### src/rtl/rrts_pkg.sv
package rrts_pkg;

	localparam int ID_W   = 8;
	localparam int TIME_W = 16;
	localparam int STAT_W = 3;

	// result status codes
	localparam logic [STAT_W-1:0] ST_ADDED    = 3'd0;
	localparam logic [STAT_W-1:0] ST_FULL     = 3'd1;
	localparam logic [STAT_W-1:0] ST_ZERO     = 3'd2;
	localparam logic [STAT_W-1:0] ST_RAN      = 3'd3;
	localparam logic [STAT_W-1:0] ST_IDLE     = 3'd4;

	localparam logic ACT_ADD  = 1'b0;
	localparam logic ACT_TICK = 1'b1;

	typedef struct packed {
		logic [ID_W-1:0]   id;
		logic [TIME_W-1:0] remaining;
	} job_t;

endpackage

### src/rtl/round_robin_tick_scheduler_core.sv
// Round-robin job scheduler with a programmable time slice.
//
// Command channel: an item (action, cpu_time) is taken at a rising edge where
// start is high and busy is low. action 0 adds a job of cpu_time units at the
// queue tail under the next id; action 1 runs the head job for one unit.
// Result channel: done is high for exactly one cycle with status, proc_id and
// finished; the receiver must take it in that cycle, there is no back pressure.
// Timing: an add returns its result in the cycle after the transfer and the
// block can take the next item in that same cycle, so adds run one per cycle.
// A tick reads the head entry of the job memory (registered read) as it moves
// to the run state, then updates and writes it back and registers its result;
// busy is high in the run state, so the block takes no new item until the
// tick's result appears. The memory read followed by write-back causes this.
// Configuration: cfg_we with cfg_wdata writes time_slice (0 acts as 1). The user
// must write it only while no item is in flight; the block does not enforce this.
// Reset: arst_n clears the queue pointers, job count, slice counter and id
// counter and sets time_slice to 1; the job memory itself is not cleared,
// only entries inside the live queue are ever used.
module round_robin_tick_scheduler_core #(
	parameter int QUEUE_DEPTH = 16
) (
	input  logic                          clk,
	input  logic                          arst_n,
	input  logic                          start,
	output logic                          busy,
	input  logic                          action,
	input  logic [rrts_pkg::TIME_W-1:0]   cpu_time,
	input  logic                          cfg_we,
	input  logic [7:0]                    cfg_wdata,
	output logic                          done,
	output logic [rrts_pkg::STAT_W-1:0]   status,
	output logic [rrts_pkg::ID_W-1:0]     proc_id,
	output logic                          finished
);
	import rrts_pkg::*;

	localparam int PTR_W = (QUEUE_DEPTH > 1) ? $clog2(QUEUE_DEPTH) : 1;
	localparam int CNT_W = $clog2(QUEUE_DEPTH + 1);
	localparam logic [PTR_W-1:0] LAST_PTR = PTR_W'(QUEUE_DEPTH - 1);
	localparam logic [CNT_W-1:0] FULL_CNT = CNT_W'(QUEUE_DEPTH);

	typedef enum logic {S_IDLE, S_RUN} state_t;

	state_t            state_q;
	logic [PTR_W-1:0]  head_q, tail_q;
	logic [CNT_W-1:0]  count_q;
	logic [7:0]        slice_q;
	logic [ID_W-1:0]   next_id_q;
	logic [7:0]        time_slice_q;
	logic              done_q;
	logic [STAT_W-1:0] status_q;
	logic [ID_W-1:0]   proc_id_q;
	logic              finished_q;

	job_t              mem_q [QUEUE_DEPTH];
	job_t              rd_q;

	logic              accept;
	logic              mem_we;
	logic [PTR_W-1:0]  mem_waddr;
	job_t              mem_wdata;
	logic [TIME_W-1:0] rem_dec;
	logic [7:0]        slice_inc;
	logic [7:0]        limit;
	logic              tick_fin;
	logic              tick_rot;
	logic              q_empty;
	logic              q_full;

	function automatic logic [PTR_W-1:0] adv(input logic [PTR_W-1:0] p);
		adv = (p == LAST_PTR) ? '0 : p + 1'b1;
	endfunction

	assign busy     = (state_q == S_RUN);
	assign accept   = start && !busy;
	assign done     = done_q;
	assign status   = status_q;
	assign proc_id  = proc_id_q;
	assign finished = finished_q;

	assign q_empty   = (count_q == '0);
	assign q_full    = (count_q == FULL_CNT);
	assign rem_dec   = rd_q.remaining - 1'b1;
	assign slice_inc = slice_q + 8'd1;
	assign limit     = (time_slice_q == 8'd0) ? 8'd1 : time_slice_q;
	assign tick_fin  = (rem_dec == '0);
	assign tick_rot  = !tick_fin && (slice_inc >= limit);

	always_comb begin
		mem_we    = 1'b0;
		mem_waddr = tail_q;
		mem_wdata = '{id: rd_q.id, remaining: rem_dec};
		if (accept && action == ACT_ADD) begin
			mem_we    = !q_full && (cpu_time != '0);
			mem_wdata = '{id: next_id_q, remaining: cpu_time};
		end else if (state_q == S_RUN && !q_empty && !tick_fin) begin
			// rotation moves the job to the tail, otherwise write back in place
			mem_we    = 1'b1;
			mem_waddr = tick_rot ? tail_q : head_q;
		end
	end

	always_ff @(posedge clk) begin
		if (mem_we) begin
			mem_q[mem_waddr] <= mem_wdata;
		end
		rd_q <= mem_q[head_q];
	end

	always_ff @(posedge clk or negedge arst_n) begin
		if (!arst_n) begin
			state_q      <= S_IDLE;
			head_q       <= '0;
			tail_q       <= '0;
			count_q      <= '0;
			slice_q      <= '0;
			next_id_q    <= '0;
			time_slice_q <= 8'd1;
			done_q       <= 1'b0;
			status_q     <= ST_IDLE;
			proc_id_q    <= '0;
			finished_q   <= 1'b0;
		end else begin
			done_q <= 1'b0;
			if (cfg_we) begin
				time_slice_q <= cfg_wdata;
			end
			unique case (state_q)
				S_IDLE: begin
					if (accept) begin
						if (action == ACT_ADD) begin
							done_q     <= 1'b1;
							finished_q <= 1'b0;
							if (q_full) begin
								status_q  <= ST_FULL;
								proc_id_q <= '0;
							end else if (cpu_time == '0) begin
								status_q  <= ST_ZERO;
								proc_id_q <= next_id_q;
								next_id_q <= next_id_q + 1'b1;
							end else begin
								status_q  <= ST_ADDED;
								proc_id_q <= next_id_q;
								next_id_q <= next_id_q + 1'b1;
								tail_q    <= adv(tail_q);
								count_q   <= count_q + 1'b1;
							end
						end else begin
							state_q <= S_RUN;
						end
					end
				end
				S_RUN: begin
					state_q <= S_IDLE;
					done_q  <= 1'b1;
					if (q_empty) begin
						status_q   <= ST_IDLE;
						proc_id_q  <= '0;
						finished_q <= 1'b0;
						next_id_q  <= '0;
					end else begin
						status_q   <= ST_RAN;
						proc_id_q  <= rd_q.id;
						finished_q <= tick_fin;
						if (tick_fin) begin
							head_q  <= adv(head_q);
							count_q <= count_q - 1'b1;
							slice_q <= '0;
							if (count_q == CNT_W'(1)) begin
								next_id_q <= '0;
							end
						end else if (tick_rot) begin
							head_q  <= adv(head_q);
							tail_q  <= adv(tail_q);
							slice_q <= '0;
						end else begin
							slice_q <= slice_inc;
						end
					end
				end
				default: state_q <= S_IDLE;
			endcase
		end
	end

	a_count_bound: assert property (@(posedge clk) disable iff (!arst_n)
		count_q <= FULL_CNT)
		else $error("job count above queue depth");

	a_ptrs_empty: assert property (@(posedge clk) disable iff (!arst_n)
		(count_q == '0) |-> (head_q == tail_q))
		else $error("pointers differ on empty queue");

	a_done_source: assert property (@(posedge clk) disable iff (!arst_n)
		done_q |-> ($past(state_q == S_RUN) || $past(accept && action == ACT_ADD)))
		else $error("result without an item");

	a_fin_ran: assert property (@(posedge clk) disable iff (!arst_n)
		(done_q && finished_q) |-> (status_q == ST_RAN))
		else $error("finished flag on a non-run result");

	a_run_one: assert property (@(posedge clk) disable iff (!arst_n)
		(state_q == S_RUN) |=> (state_q == S_IDLE && done_q))
		else $error("tick did not complete in one cycle");

endmodule
### config.mk
export PLATFORM = sky130hd
export DESIGN_NAME = round_robin_tick_scheduler_core
export DESIGN_NICKNAME = d
export VERILOG_FILES = /design/src/rtl/rrts_pkg.sv /design/src/rtl/round_robin_tick_scheduler_core.sv
export SDC_FILE = /design/constraint.sdc
export NUM_CORES = 1
export LEC_CHECK = 0
export BUFFER_PORTS_ARGS = -buffer_cell sky130_fd_sc_hd__buf_4
export CORE_MARGIN = 2
export CORE_UTILIZATION = 51
export DETAILED_ROUTE_END_ITERATION = 16
export PLACE_DENSITY_LB_ADDON = 0.25
export SKIP_CTS_REPAIR_TIMING = 1
export SLEW_MARGIN = 20
export SYNTH_ARGS = -nofsm -noshare
export SYNTH_HDL_FRONTEND = slang
export SYNTH_SLANG_ARGS = --single-unit
### constraint.sdc
create_clock -name clk -period 5.91 [get_ports clk]
set_input_delay 1.182 -clock clk [delete_from_list [all_inputs] [get_ports clk]]
set_output_delay 1.182 -clock clk [all_outputs]
set_load 0.005 [all_outputs]
-- Yosys cells after proc, flatten, opt, wreduce, memory -nomap -nowiden
Memories as Yosys holds them, arrays and structs flattened. A register that Yosys moved wholly into a read port is not among the register bits.
Cells that the tools add are included.
- output and inout port bits: 14
- register bits after elaboration: 51
- memories: 1
- word-level logic and storage cells: 117
- bits in writable memories: 384
- eq/ne operators: 14
- bitwise operators: 3
- mux-type cells: 58
- $lt $le $gt $ge: 1
- reduce and logical (&&, ||, !) cells: 22
- $add $sub $neg: 7
- memories (memory ; words ; width ; rd ports ; clocked after memory_dff ; write ports ; line ; text):
    mem_q ; 16 ; 24 ; 1 ; 1 ; 1 ; round_robin_tick_scheduler_core.sv:55 ; job_t mem_q [QUEUE_DEPTH];
- operators with widths (operator ; count):
    $mux 8 ; 13
    $mux 4 ; 14
    $logic_not 16->1 ; 2
    $pmux 8 s2 ; 2
    $mux 5 ; 6
    $mux 24 ; 1
    $add 8x1->8 const B ; 2
    $reduce_bool 16->1 ; 1
    $sub 16x1->16 const B ; 1
    $ne 2x2->1 const B ; 6
    $mux 1 ; 11
    $pmux 5 s2 ; 1
    $mux 3 ; 3
    $add 4x1->4 const B ; 2
    $eq 4x4->1 const B ; 2
    $ge 8x8->1 ; 1
    $logic_not 8->1 ; 1
    $pmux 4 s2 ; 1
    $reduce_and 7->1 ; 1
    $logic_and 1x1->1 ; 6
    $ne 3x1->1 const B ; 2
    $pmux 1 s2 ; 3
    $pmux 3 s2 ; 1
    $reduce_and 6->1 ; 1
    other kinds (13) ; 21

-- Depth between registers and ports, before layout
Gate-level depths: netlist of run 1.
- depth in word-level cells: 8
- gate-level depth with buffers: 13
- mapped depth without buffers: 12

-- Worst setup path before layout of run 1
Ideal clock, no wire load.
- path kind: flip-flop to flip-flop
- from: register rd_q[3] (netlist name)
- to: memory mem_q[0][0] (netlist bit) (enable)
- setup time: 0.416 ns
- path buffers: 2
- data required time: 5.494 ns
- period minus slack after synthesis: 4.138 ns
- arrival time: 3.722 ns
- path slack: 1.772 ns
- cell stages (with the launch flop): 10
- cells stage by stage: dfxtp_1 -> buf_6 -> or4_4 -> buf_6 -> nand2b_4 -> or4_4 -> nand4_4 -> o211ai_4 -> or4_4 -> a22oi_1
- cells in the longest elaborated chain, start to end: 8
- elaborated cells on any way between the ends: 12
- ends and longest elaborated chain (what ; line ; text):
    $sub 16x1->16 (*) ; round_robin_tick_scheduler_core.sv:83 ; assign rem_dec = rd_q.remaining - 1'b1;
    $logic_not 16->1 (*) ; round_robin_tick_scheduler_core.sv:86 ; assign tick_fin = (rem_dec == '0);
    $logic_not 1->1 (*) ; round_robin_tick_scheduler_core.sv:87, round_robin_tick_scheduler_core.sv:96 ;
    $logic_and 1x1->1 ; round_robin_tick_scheduler_core.sv:96 ; end else if (state_q == S_RUN && !q_empty && !tick_fin) begin
    $mux 1 ; round_robin_tick_scheduler_core.sv:96 ;
    $mux 1 ; round_robin_tick_scheduler_core.sv:93 ; if (accept && action == ACT_ADD) begin
    $mux 1 ; round_robin_tick_scheduler_core.sv:104 ; if (mem_we) begin
    $mux 1 (not written as such) ; round_robin_tick_scheduler_core.sv:105 ; mem_q[mem_waddr] <= mem_wdata;
    to (decl) ; round_robin_tick_scheduler_core.sv:55 ;
Mark *: on every way between the ends. The rest lies on a longest branch, timed or not.

-- Worst setup path after layout of run 1
- from: register rd_q[0] (netlist name)
- to: memory mem_q[7][8] (netlist bit) (enable)
- cells in the longest elaborated chain, start to end: 8
- elaborated cells on any way between the ends: 12
- ends and longest elaborated chain (what ; line):
    $sub 16x1->16 (*) ; round_robin_tick_scheduler_core.sv:83
    $logic_not 16->1 (*) ; round_robin_tick_scheduler_core.sv:86
    $logic_not 1->1 (*) ; round_robin_tick_scheduler_core.sv:87, round_robin_tick_scheduler_core.sv:96
    $logic_and 1x1->1 ; round_robin_tick_scheduler_core.sv:96
    $mux 1 ; round_robin_tick_scheduler_core.sv:96
    $mux 1 ; round_robin_tick_scheduler_core.sv:93
    $mux 1 ; round_robin_tick_scheduler_core.sv:104
    $mux 1 (not written as such) ; round_robin_tick_scheduler_core.sv:105
Marks and branches as above.

==> results of run 1 <==
cell type report:
type / instances / area, µm² / share of cell area (%)
multi-input cells: 694 / 5500 / 25.4
clock buffers: 62 / 1320 / 6.08
well taps: 468 / 586 / 2.71
repair buffers: 81 / 653 / 3.02
clock inverters: 25 / 213 / 0.983
flip-flops and latches: 459 / 13300 / 61.5
inverters: 18 / 67.6 / 0.312
path summary, 6_finish.rpt:
kind / start / to / slack, ps / depth (start not counted)
min in group asynchronous: arst_n / time_slice_q[3]$_DFFE_PN0P_ / 640 / 1
max in group asynchronous: arst_n / head_q[0]$_DFFE_PN0P_ / 4790 / 1
min: rd_q[18]$_DFF_P_ / proc_id[2]$_DFFE_PN0P_ / 450 / 2
max reg2reg: rd_q[0]$_DFF_P_ / mem_q[7][8]$_DFFE_PP_ / 1470 / 9
min reg2reg: rd_q[18]$_DFF_P_ / proc_id[2]$_DFFE_PN0P_ / 450 / 2
max: rd_q[0]$_DFF_P_ / mem_q[7][8]$_DFFE_PP_ / 1470 / 9
power by group through the flow:
stage / clock (mW) / sequential (mW) / combinational, mW
after floorplan: 0 / 4.53 / 1.71
after global placement: 0 / 4.74 / 2.23
after detailed placement: 0 / 4.75 / 2.26
after CTS: 2.96 / 4.69 / 2.27
after global routing: 3.09 / 4.75 / 2.49
final: 2.91 / 4.69 / 2.27
worst max-delay path: stages (launching register included):
cell and delay (ps):
dfxtp_1 450, ha_1 190, or4b_1 430, or4_1 430
nor4_1 470, nand4_4 280, o211a_4 290, a21o_1 270
a22oi_2 870, buf_4 410
registers in the layout (all words and copies together), names as in the netlist:
name / cells
time_slice_q: 8
head_q: 4
done: 1
mem_q: 384
next_id_q: 8
finished: 1
rd_q: 24
count_q: 5
status: 3
tail_q: 4
proc_id: 8
slice_q: 8
busy: 1
cells by family after synthesis:
logic type	share of synthesized area, %
AND/OR/NAND/NOR	6.95
AO/OA/AOI/OAI	8.24
flip-flops	69.9
buffers and inverters	1.76
XOR/XNOR	0.829
adder cells (fa/ha/maj)	1.18
multiplexers	11.1
placed cells by master (no fill, tap or decap), types with 7 or more instances in the layout:
cell type  netlist  layout
clkinv_1         1      10
a221oi_1        24      24
a31oi_1         14      14
a21oi_1         42      40
nor3_1          18      18
a22oi_1         47      31
inv_1           17      17
edfxtp_1       384     384
clkbuf_16        0      49
ha_1            18      18
xnor2_1         12      12
nor2b_1          8       7
mux2i_1         79      79
nor2_1          33      30
clkbuf_1        47       9
clkinv_2         0       9
mux2_2          22      22
nand2b_1         7       7
nand3_1         21      21
buf_4            1      76
nor4_1           9       9
a22oi_2          0      16
dfrtp_1         49      46
dfxtp_1         24      24
nand2_1        128     128
mux4_2          48      48
o21ai_0         76      73
layer usage:
layer  part of all wire [%]  vias to the layer above
li1                       -                     4992
met1                     42                     5575
met2                     49                      414
met3                    6.7                       77
met4                    2.2                        0
met5                      0                        -
==> out/metrics.cfg, run 1 <==
[status]
status = complete, no violations

[power]
p_per_area_nw_per_um2 = 456
clkPwrFrac_pct = 29.5
vdd_drop_max_mv = 0.296
swShare_pct = 29.6
power_mw = 9.86
power.switching_mw = 2.92
p_leak_nw = 7.38
power_frac_seq_pct = 47.6
p_int_mw = 6.94
comb_power_share_pct = 23.0

[grt]
use_met1_pct = 30.9
grt_max_degree = 65
first_global_vias = 10957
busiest_layer = met2
grt_use_met2_pct = 37.2
grt_usage_pct = 22.5
grt_util_met3_pct = 4.00
overflow = 0
grt_pass1_wl_um = 65500
antenna_found_initial = 0

[synthesis]
synth_commonest_cells = edfxtp_1 (384), nand2_1 (128), mux2i_1 (79)
netlist_top_cells_area = edfxtp_1 (61%), dfrtp_1 (6.4%), mux4_2 (5.7%)
yosys.area.top_type_share_pct = 60.6
async_flop_share_pct = 11.1
synth-main-ff-cell = edfxtp_1
avgSynthCellArea_um2 = 15.4
ys_types = 69
synth_most_common_cell = edfxtp_1
synth_seq_cells = 459
synth_edf_count = 384
synth_nets = 1284
syn_area_um2 = 19000
ys_warn_count = 0
yosysSeqAreaShare_pct = 69.9
synth_top_area_cell = edfxtp_1
synth_cells = 1237

[die]
std_cell_rows = 70
fp.dieH_um = 197
die-area_um2 = 38800
core_um2 = 36700
io_pins = 43
die_w_um = 197
floorplan.initialDensity_pct = 51.8

[worst_setup_path]
worstPathArrival_ps = 4690
required_ps = 6150
crit_type = reg -> reg
end_kind = flip-flop
start_kind = flip-flop
cp_max_fo = 16

[final_layout]
fin_cells = 1807
finish.utilization_pct = 58.9
final_layout_size_suffix_gt1_share_pct = 19.8
fill_cells = 2744
stdcell_area_um2 = 21600
area_delta_synth_final_pct = 13.8
layout.nets = 1348
n_antenna_cell = 0

[job]
cap_violations = 0

[clock_tree]
cts_root_buf = clkbuf_16
clkTransAtPathRegs_ps = 60
cts_max_path_buffers = 3
cts_tree = yes
cts_sinks = 459
h-tree-depth = 2
cts_made_buffers = 47
clk_latency_ps = 570

[timing]
max_slew_margin_pct = 26.7
fin_crit_sh_pct = 75.2
slew_viol_final = 0
final.min_clock_period_ps = 4440
hold_viol_final = 0
setup_slack_ps = 1470
fmax_mhz = 225
hold_ws_ps = 450
rsz0062_at_grt = false
setup_viol = 0
fin_skew_ps = 15.0
finalSetupTns_ps = 0
max_slew.worst_pin.slew_ps = 1100

[placed_design]
dp_cells = 1720
portBuffers = 42
routabilityCongestion = 0.907
placedInstanceArea_um2 = 20100
place_ws_ps = 1400
dpl.hpwl_um = 26300

[drt]
drt_drc_violations_left = 0
vias = 11058
drtPass1Iterations = 5
drt_wl_total_um = 42800
final_antenna_net_count = 0
vias_per_cell = 6.12
drt_iter0_markers = 1020
routedWlPerCell_um = 23.7

[hold_path]
hold_class = reg -> reg

(Power assumes the default switching activity.)
==> inputs of run 2 (changes only) <==
Clock period 5.91 ns to 3.61 ns, I/O delays scaled along.
==> out/metrics.cfg, run 2 (synthesized netlist as in run 1, its figures left out) <==
[drt]
drtPass1Iterations = 5
final_antenna_net_count = 0
drt_wl_total_um = 43800
drt_drc_violations_left = 0
vias_per_cell = 6.12
vias = 11246
routedWlPerCell_um = 23.8
drt_iter0_markers = 821

[clock_tree]
cts_root_buf = clkbuf_16
h-tree-depth = 2
cts_max_path_buffers = 3
cts_sinks = 459
clkTransAtPathRegs_ps = 60
clk_latency_ps = 590
cts_made_buffers = 47
cts_tree = yes

[timing]
fin_crit_sh_pct = 97.7
hold_viol_final = 0
fmax_mhz = 283
max_slew_margin_pct = 28.4
final.min_clock_period_ps = 3530
setup_slack_ps = 82.2
finalSetupTns_ps = 0
fin_skew_ps = 17.4
slew_viol_final = 0
setup_viol = 0
max_slew.worst_pin.slew_ps = 1070
hold_ws_ps = 184

[power]
p_per_area_nw_per_um2 = 750
p_leak_nw = 7.62
vdd_drop_max_mv = 0.499
power_mw = 16.7

[final_layout]
final_cell_mix = edfxtp_1 (384), nand2_1 (128), buf_4 (89), mux2i_1 (79), o21ai_0 (72)
reg.largest.list = mem_q (384), rd_q (24)
n_antenna_cell = 0
regMostFlops = mem_q
layout_commonest_cell = edfxtp_1
layout.nets = 1380
area_delta_synth_final_pct = 16.9
final_layout_size_suffix_gt1_share_pct = 22.5
largest_reg_flops = 384

[placed_design]
routabilityCongestion = 0.839
portBuffers = 42
place_ws_ps = 133
dpl.hpwl_um = 26800

[job]
cap_violations = 0

[die]
fp.dieH_um = 197
die_w_um = 197
std_cell_rows = 70
floorplan.initialDensity_pct = 51.8
die-area_um2 = 38800
io_pins = 43
core_um2 = 36700

[grt]
grt_pass1_wl_um = 67000
grt_usage_pct = 23.0
grt_max_degree = 52
overflow = 0
first_global_vias = 11225
antenna_found_initial = 0

[worst_setup_path]
r2r_setup_slack_ps = 80
start_kind = flip-flop
worstPathArrival_ps = 3820
r2r_end = mem_q[12][20]$_DFFE_PP_
crit_type = reg -> reg
end_kind = flip-flop
reg2reg_from = rd_q[7]$_DFF_P_
required_ps = 3900
r2r_cells = 9
cp_max_fo = 7

[hold_path]
hold_class = in -> async

[status]
status = complete, no violations

==> run 2: worst max-delay path, cell delays in order (launching register included) <==
cell and delay (ps):
dfxtp_2 340, or3_4 410, or3_4 370, or4_4 560
nand4_4 190, o211ai_4 150, or4_4 560, a22oi_2 300
buf_6 170, clkbuf_16 170
==> run 2: report_power, final <==
group	switching, mW	internal, mW
clock network	1.99	3.06
registers	0.578	7.03
logic	2.31	1.70
total	4.88	11.8
==> run 2: worst max path at each step <==
stage / from / end / slack, ps / cells past startpoint
6_report: rd_q[7]$_DFF_P_ / mem_q[12][20]$_DFFE_PP_ / 80 / 9
2_1_floorplan: rd_q[0]$_DFF_P_ / mem_q[5][0]$_DFFE_PP_ / -430 / 8
5_1_grt: time_slice_q[5]$_DFFE_PN0P_ / mem_q[12][21]$_DFFE_PP_ / -20 / 12
4_1_cts: rd_q[0]$_DFF_P_ / mem_q[9][9]$_DFFE_PP_ / 100 / 10
3_5_place_dp: slice_q[0]$_DFFE_PN0P_ / mem_q[8][7]$_DFFE_PP_ / 130 / 13
3_3_place_gp: slice_q[0]$_DFFE_PN0P_ / mem_q[8][7]$_DFFE_PP_ / 170 / 13
==> run 2: per-layer routing <==
| metal | share of wire (%) | up-vias | GRT usage, % |
|---|---|---|---|
| met1 | 43 | 5713 | 32.0 |
| met3 | 6.2 | 88 | 4.05 |
| met4 | 3.3 | 0 | 8.69 |
| li1 | - | 5060 | - |
| met2 | 48 | 385 | 36.6 |
| met5 | 0 | - | 0 |
==> run 2: layout make-up <==
type / instances / area [µm²]
fill: 2696 / 14500
inverter: 18 / 67.6
timing repair buffer: 113 / 1090
clock buffer: 72 / 1370
sequential: 459 / 13300
multi-input combinational: 694 / 5560
tap: 468 / 586
clock inverter: 15 / 264
==> run 2: per-stage QoR <==
stage / area [µm²] / std cells / utilization (%)
after detailed placement: 20400 / 1740 / 55.6
after global placement: 20400 / 1740 / 55.6
after CTS: 22000 / 1827 / 60.1
after floorplan: 19100 / 1237 / -
final: 22200 / 1839 / 60.6
after global routing: 22200 / 1839 / 60.6
==> inputs of run 3 (changes only) <==
Settings changed: CTS_CLUSTER_DIAMETER set to 40, PLACE_DENSITY set to 0.75, PLACE_DENSITY_LB_ADDON 0.25 to unset.
==> out/metrics.cfg, run 3 (synthesized netlist as in run 1, its figures left out) <==
[worst_setup_path]
reg2reg_from = rd_q[0]$_DFF_P_
r2r_end = mem_q[6][20]$_DFFE_PP_
end_kind = flip-flop
cp_max_fo = 16
critPathTopFamily = simple AND/OR/NAND/NOR gates
cpMostUsedCell = buf_4
r2r_setup_slack_ps = 80
critical-path-slowest-cell = or4_1
crit_type = reg -> reg
start_kind = flip-flop
crit_buf_inv = 2
required_ps = 3880
worstPathArrival_ps = 3790
crit_chain = ha_1 -> or4b_1 -> or4_1 -> nor4_1 -> buf_4 -> nand4_4 -> o211a_4 -> a21o_1 -> a22oi_2 -> buf_4
r2r_cells = 10
critPathMaxStageDelay_ps = 440

[drt]
drt_wl_total_um = 43300
drt_iter0_markers = 1134
vias = 11310
vias_per_cell = 6.12
drtPass1Iterations = 6
routedWlPerCell_um = 23.4
final_antenna_net_count = 0
drt_drc_violations_left = 0

[timing]
final.min_clock_period_ps = 3530
fin_skew_ps = 29.4
max_slew.worst_pin.slew_ps = 1110
setup_viol = 0
slew_viol_final = 0
max_slew_margin_pct = 25.7
setup_slack_ps = 84.7
fmax_mhz = 284
hold_viol_final = 0
fin_crit_sh_pct = 97.7

[power]
vdd_drop_max_mv = 0.817
power.switching_mw = 5.13
clkPwrFrac_pct = 30.9
swShare_pct = 30.4
power_frac_seq_pct = 45.5
power_mw = 16.9
p_int_mw = 11.7
comb_power_share_pct = 23.6
p_per_area_nw_per_um2 = 759
p_leak_nw = 7.63

[die]
std_cell_rows = 70
die-area_um2 = 38800
io_pins = 43
fp.dieH_um = 197
floorplan.initialDensity_pct = 51.8
die_w_um = 197
core_um2 = 36700

[grt]
grt_pass1_wl_um = 65200
grt_usage_pct = 22.4
first_global_vias = 11207
overflow = 0
antenna_found_initial = 1
grt_max_degree = 56

[final_layout]
largest_reg_flops = 384
final_cell_mix = edfxtp_1 (384), nand2_1 (128), buf_4 (90), mux2i_1 (79), o21ai_0 (73)
seqCellArea_um2 = 13300
reg.largest.list = mem_q (384), rd_q (24)
fin_cells = 1849
fill_cells = 2616
multi_input_area_um2 = 5510
area_delta_synth_final_pct = 16.8
stdcell_area_um2 = 22200
regMostFlops = mem_q
finish.utilization_pct = 60.5
final_layout_size_suffix_gt1_share_pct = 22.7
layout.nets = 1381
layout_commonest_cell = edfxtp_1

[placed_design]
dpl.hpwl_um = 26700
place_ws_ps = 150
routabilityCongestion = 0.857
portBuffers = 42
dp_cells = 1742
placedInstanceArea_um2 = 20400

[clock_tree]
cts_root_buf = clkbuf_16
cts_sinks = 459
clk_latency_ps = 590
cts_made_buffers = 54
clkTransAtPathRegs_ps = 60
cts_max_path_buffers = 3
cts_tree = yes
h-tree-depth = 2

[job]
cap_violations = 0

[status]
status = complete, no violations

[hold_path]
hold_class = in -> async

run 3: cell count changes in the layout (fill, tap and decap cells not counted), moves of 5 or more:
| cell | change |
|---|---|
| clkbuf_8 | -5 |
| inv_6 | +6 |
| clkinvlp_4 | +5 |
| bufinv_16 | -5 |
| clkbuf_16 | +7 |
| clkinv_4 | +5 |
run 3: area by class of cell:
cell class | count | area share [%]
flip-flops and latches | 459 | 59.9
repair buffers | 107 | 4.46
multi-input cells | 694 | 24.8
inverters | 18 | 0.304
clock inverters | 30 | 1.17
well taps | 468 | 2.64
diodes | 1 | 0.0113
clock buffers | 72 | 6.72
run 3: worst max-delay path by stage:
stage	to	cells after the start	start
after detailed placement	mem_q[10][14]$_DFFE_PP_	10	rd_q[0]$_DFF_P_
after floorplan	mem_q[5][0]$_DFFE_PP_	8	rd_q[0]$_DFF_P_
final	mem_q[6][20]$_DFFE_PP_	10	rd_q[0]$_DFF_P_
after global placement	mem_q[8][8]$_DFFE_PP_	13	slice_q[0]$_DFFE_PN0P_
after global routing	mem_q[6][18]$_DFFE_PP_	13	slice_q[0]$_DFFE_PN0P_
after CTS	mem_q[10][20]$_DFFE_PP_	10	rd_q[0]$_DFF_P_
run 3: worst register-to-register path: stages (launching register included):
cell	delay, ps
dfxtp_1	430
ha_1	170
or4b_1	430
or4_1	440
nor4_1	230
buf_4	190
nand4_4	210
o211a_4	320
a21o_1	270
a22oi_2	260
buf_4	260
run 3: power groups by stage:
| stage | Sequential (mW) | Clock [mW] | Combinational (mW) |
|---|---|---|---|
| detailed placement | 7.78 | 0 | 3.94 |
| CTS | 7.67 | 5.29 | 3.96 |
| floorplan | 7.41 | 0 | 2.82 |
| global route | 7.75 | 5.50 | 4.30 |
| finish | 7.67 | 5.21 | 3.98 |
| global placement | 7.73 | 0 | 3.80 |
run 3: routing by layer:
layer  vias to the layer above  share of wire [%]  GRT usage [%]
met1                      5642                 40           29.9
li1                       5061                  -              -
met3                        99                7.7           4.40
met4                         0                3.7           9.27
met2                       508                 48           36.3
met5                         -                  0              0
run 3: through the flow:
step | hold slack [ps] | TNS, ps
3_3_place_gp | 421 | 0
2_1_floorplan | 413 | -50850
4_1_cts | 196 | 0
3_5_place_dp | 424 | 0
5_1_grt | 234 | -553
6_report | 174 | 0
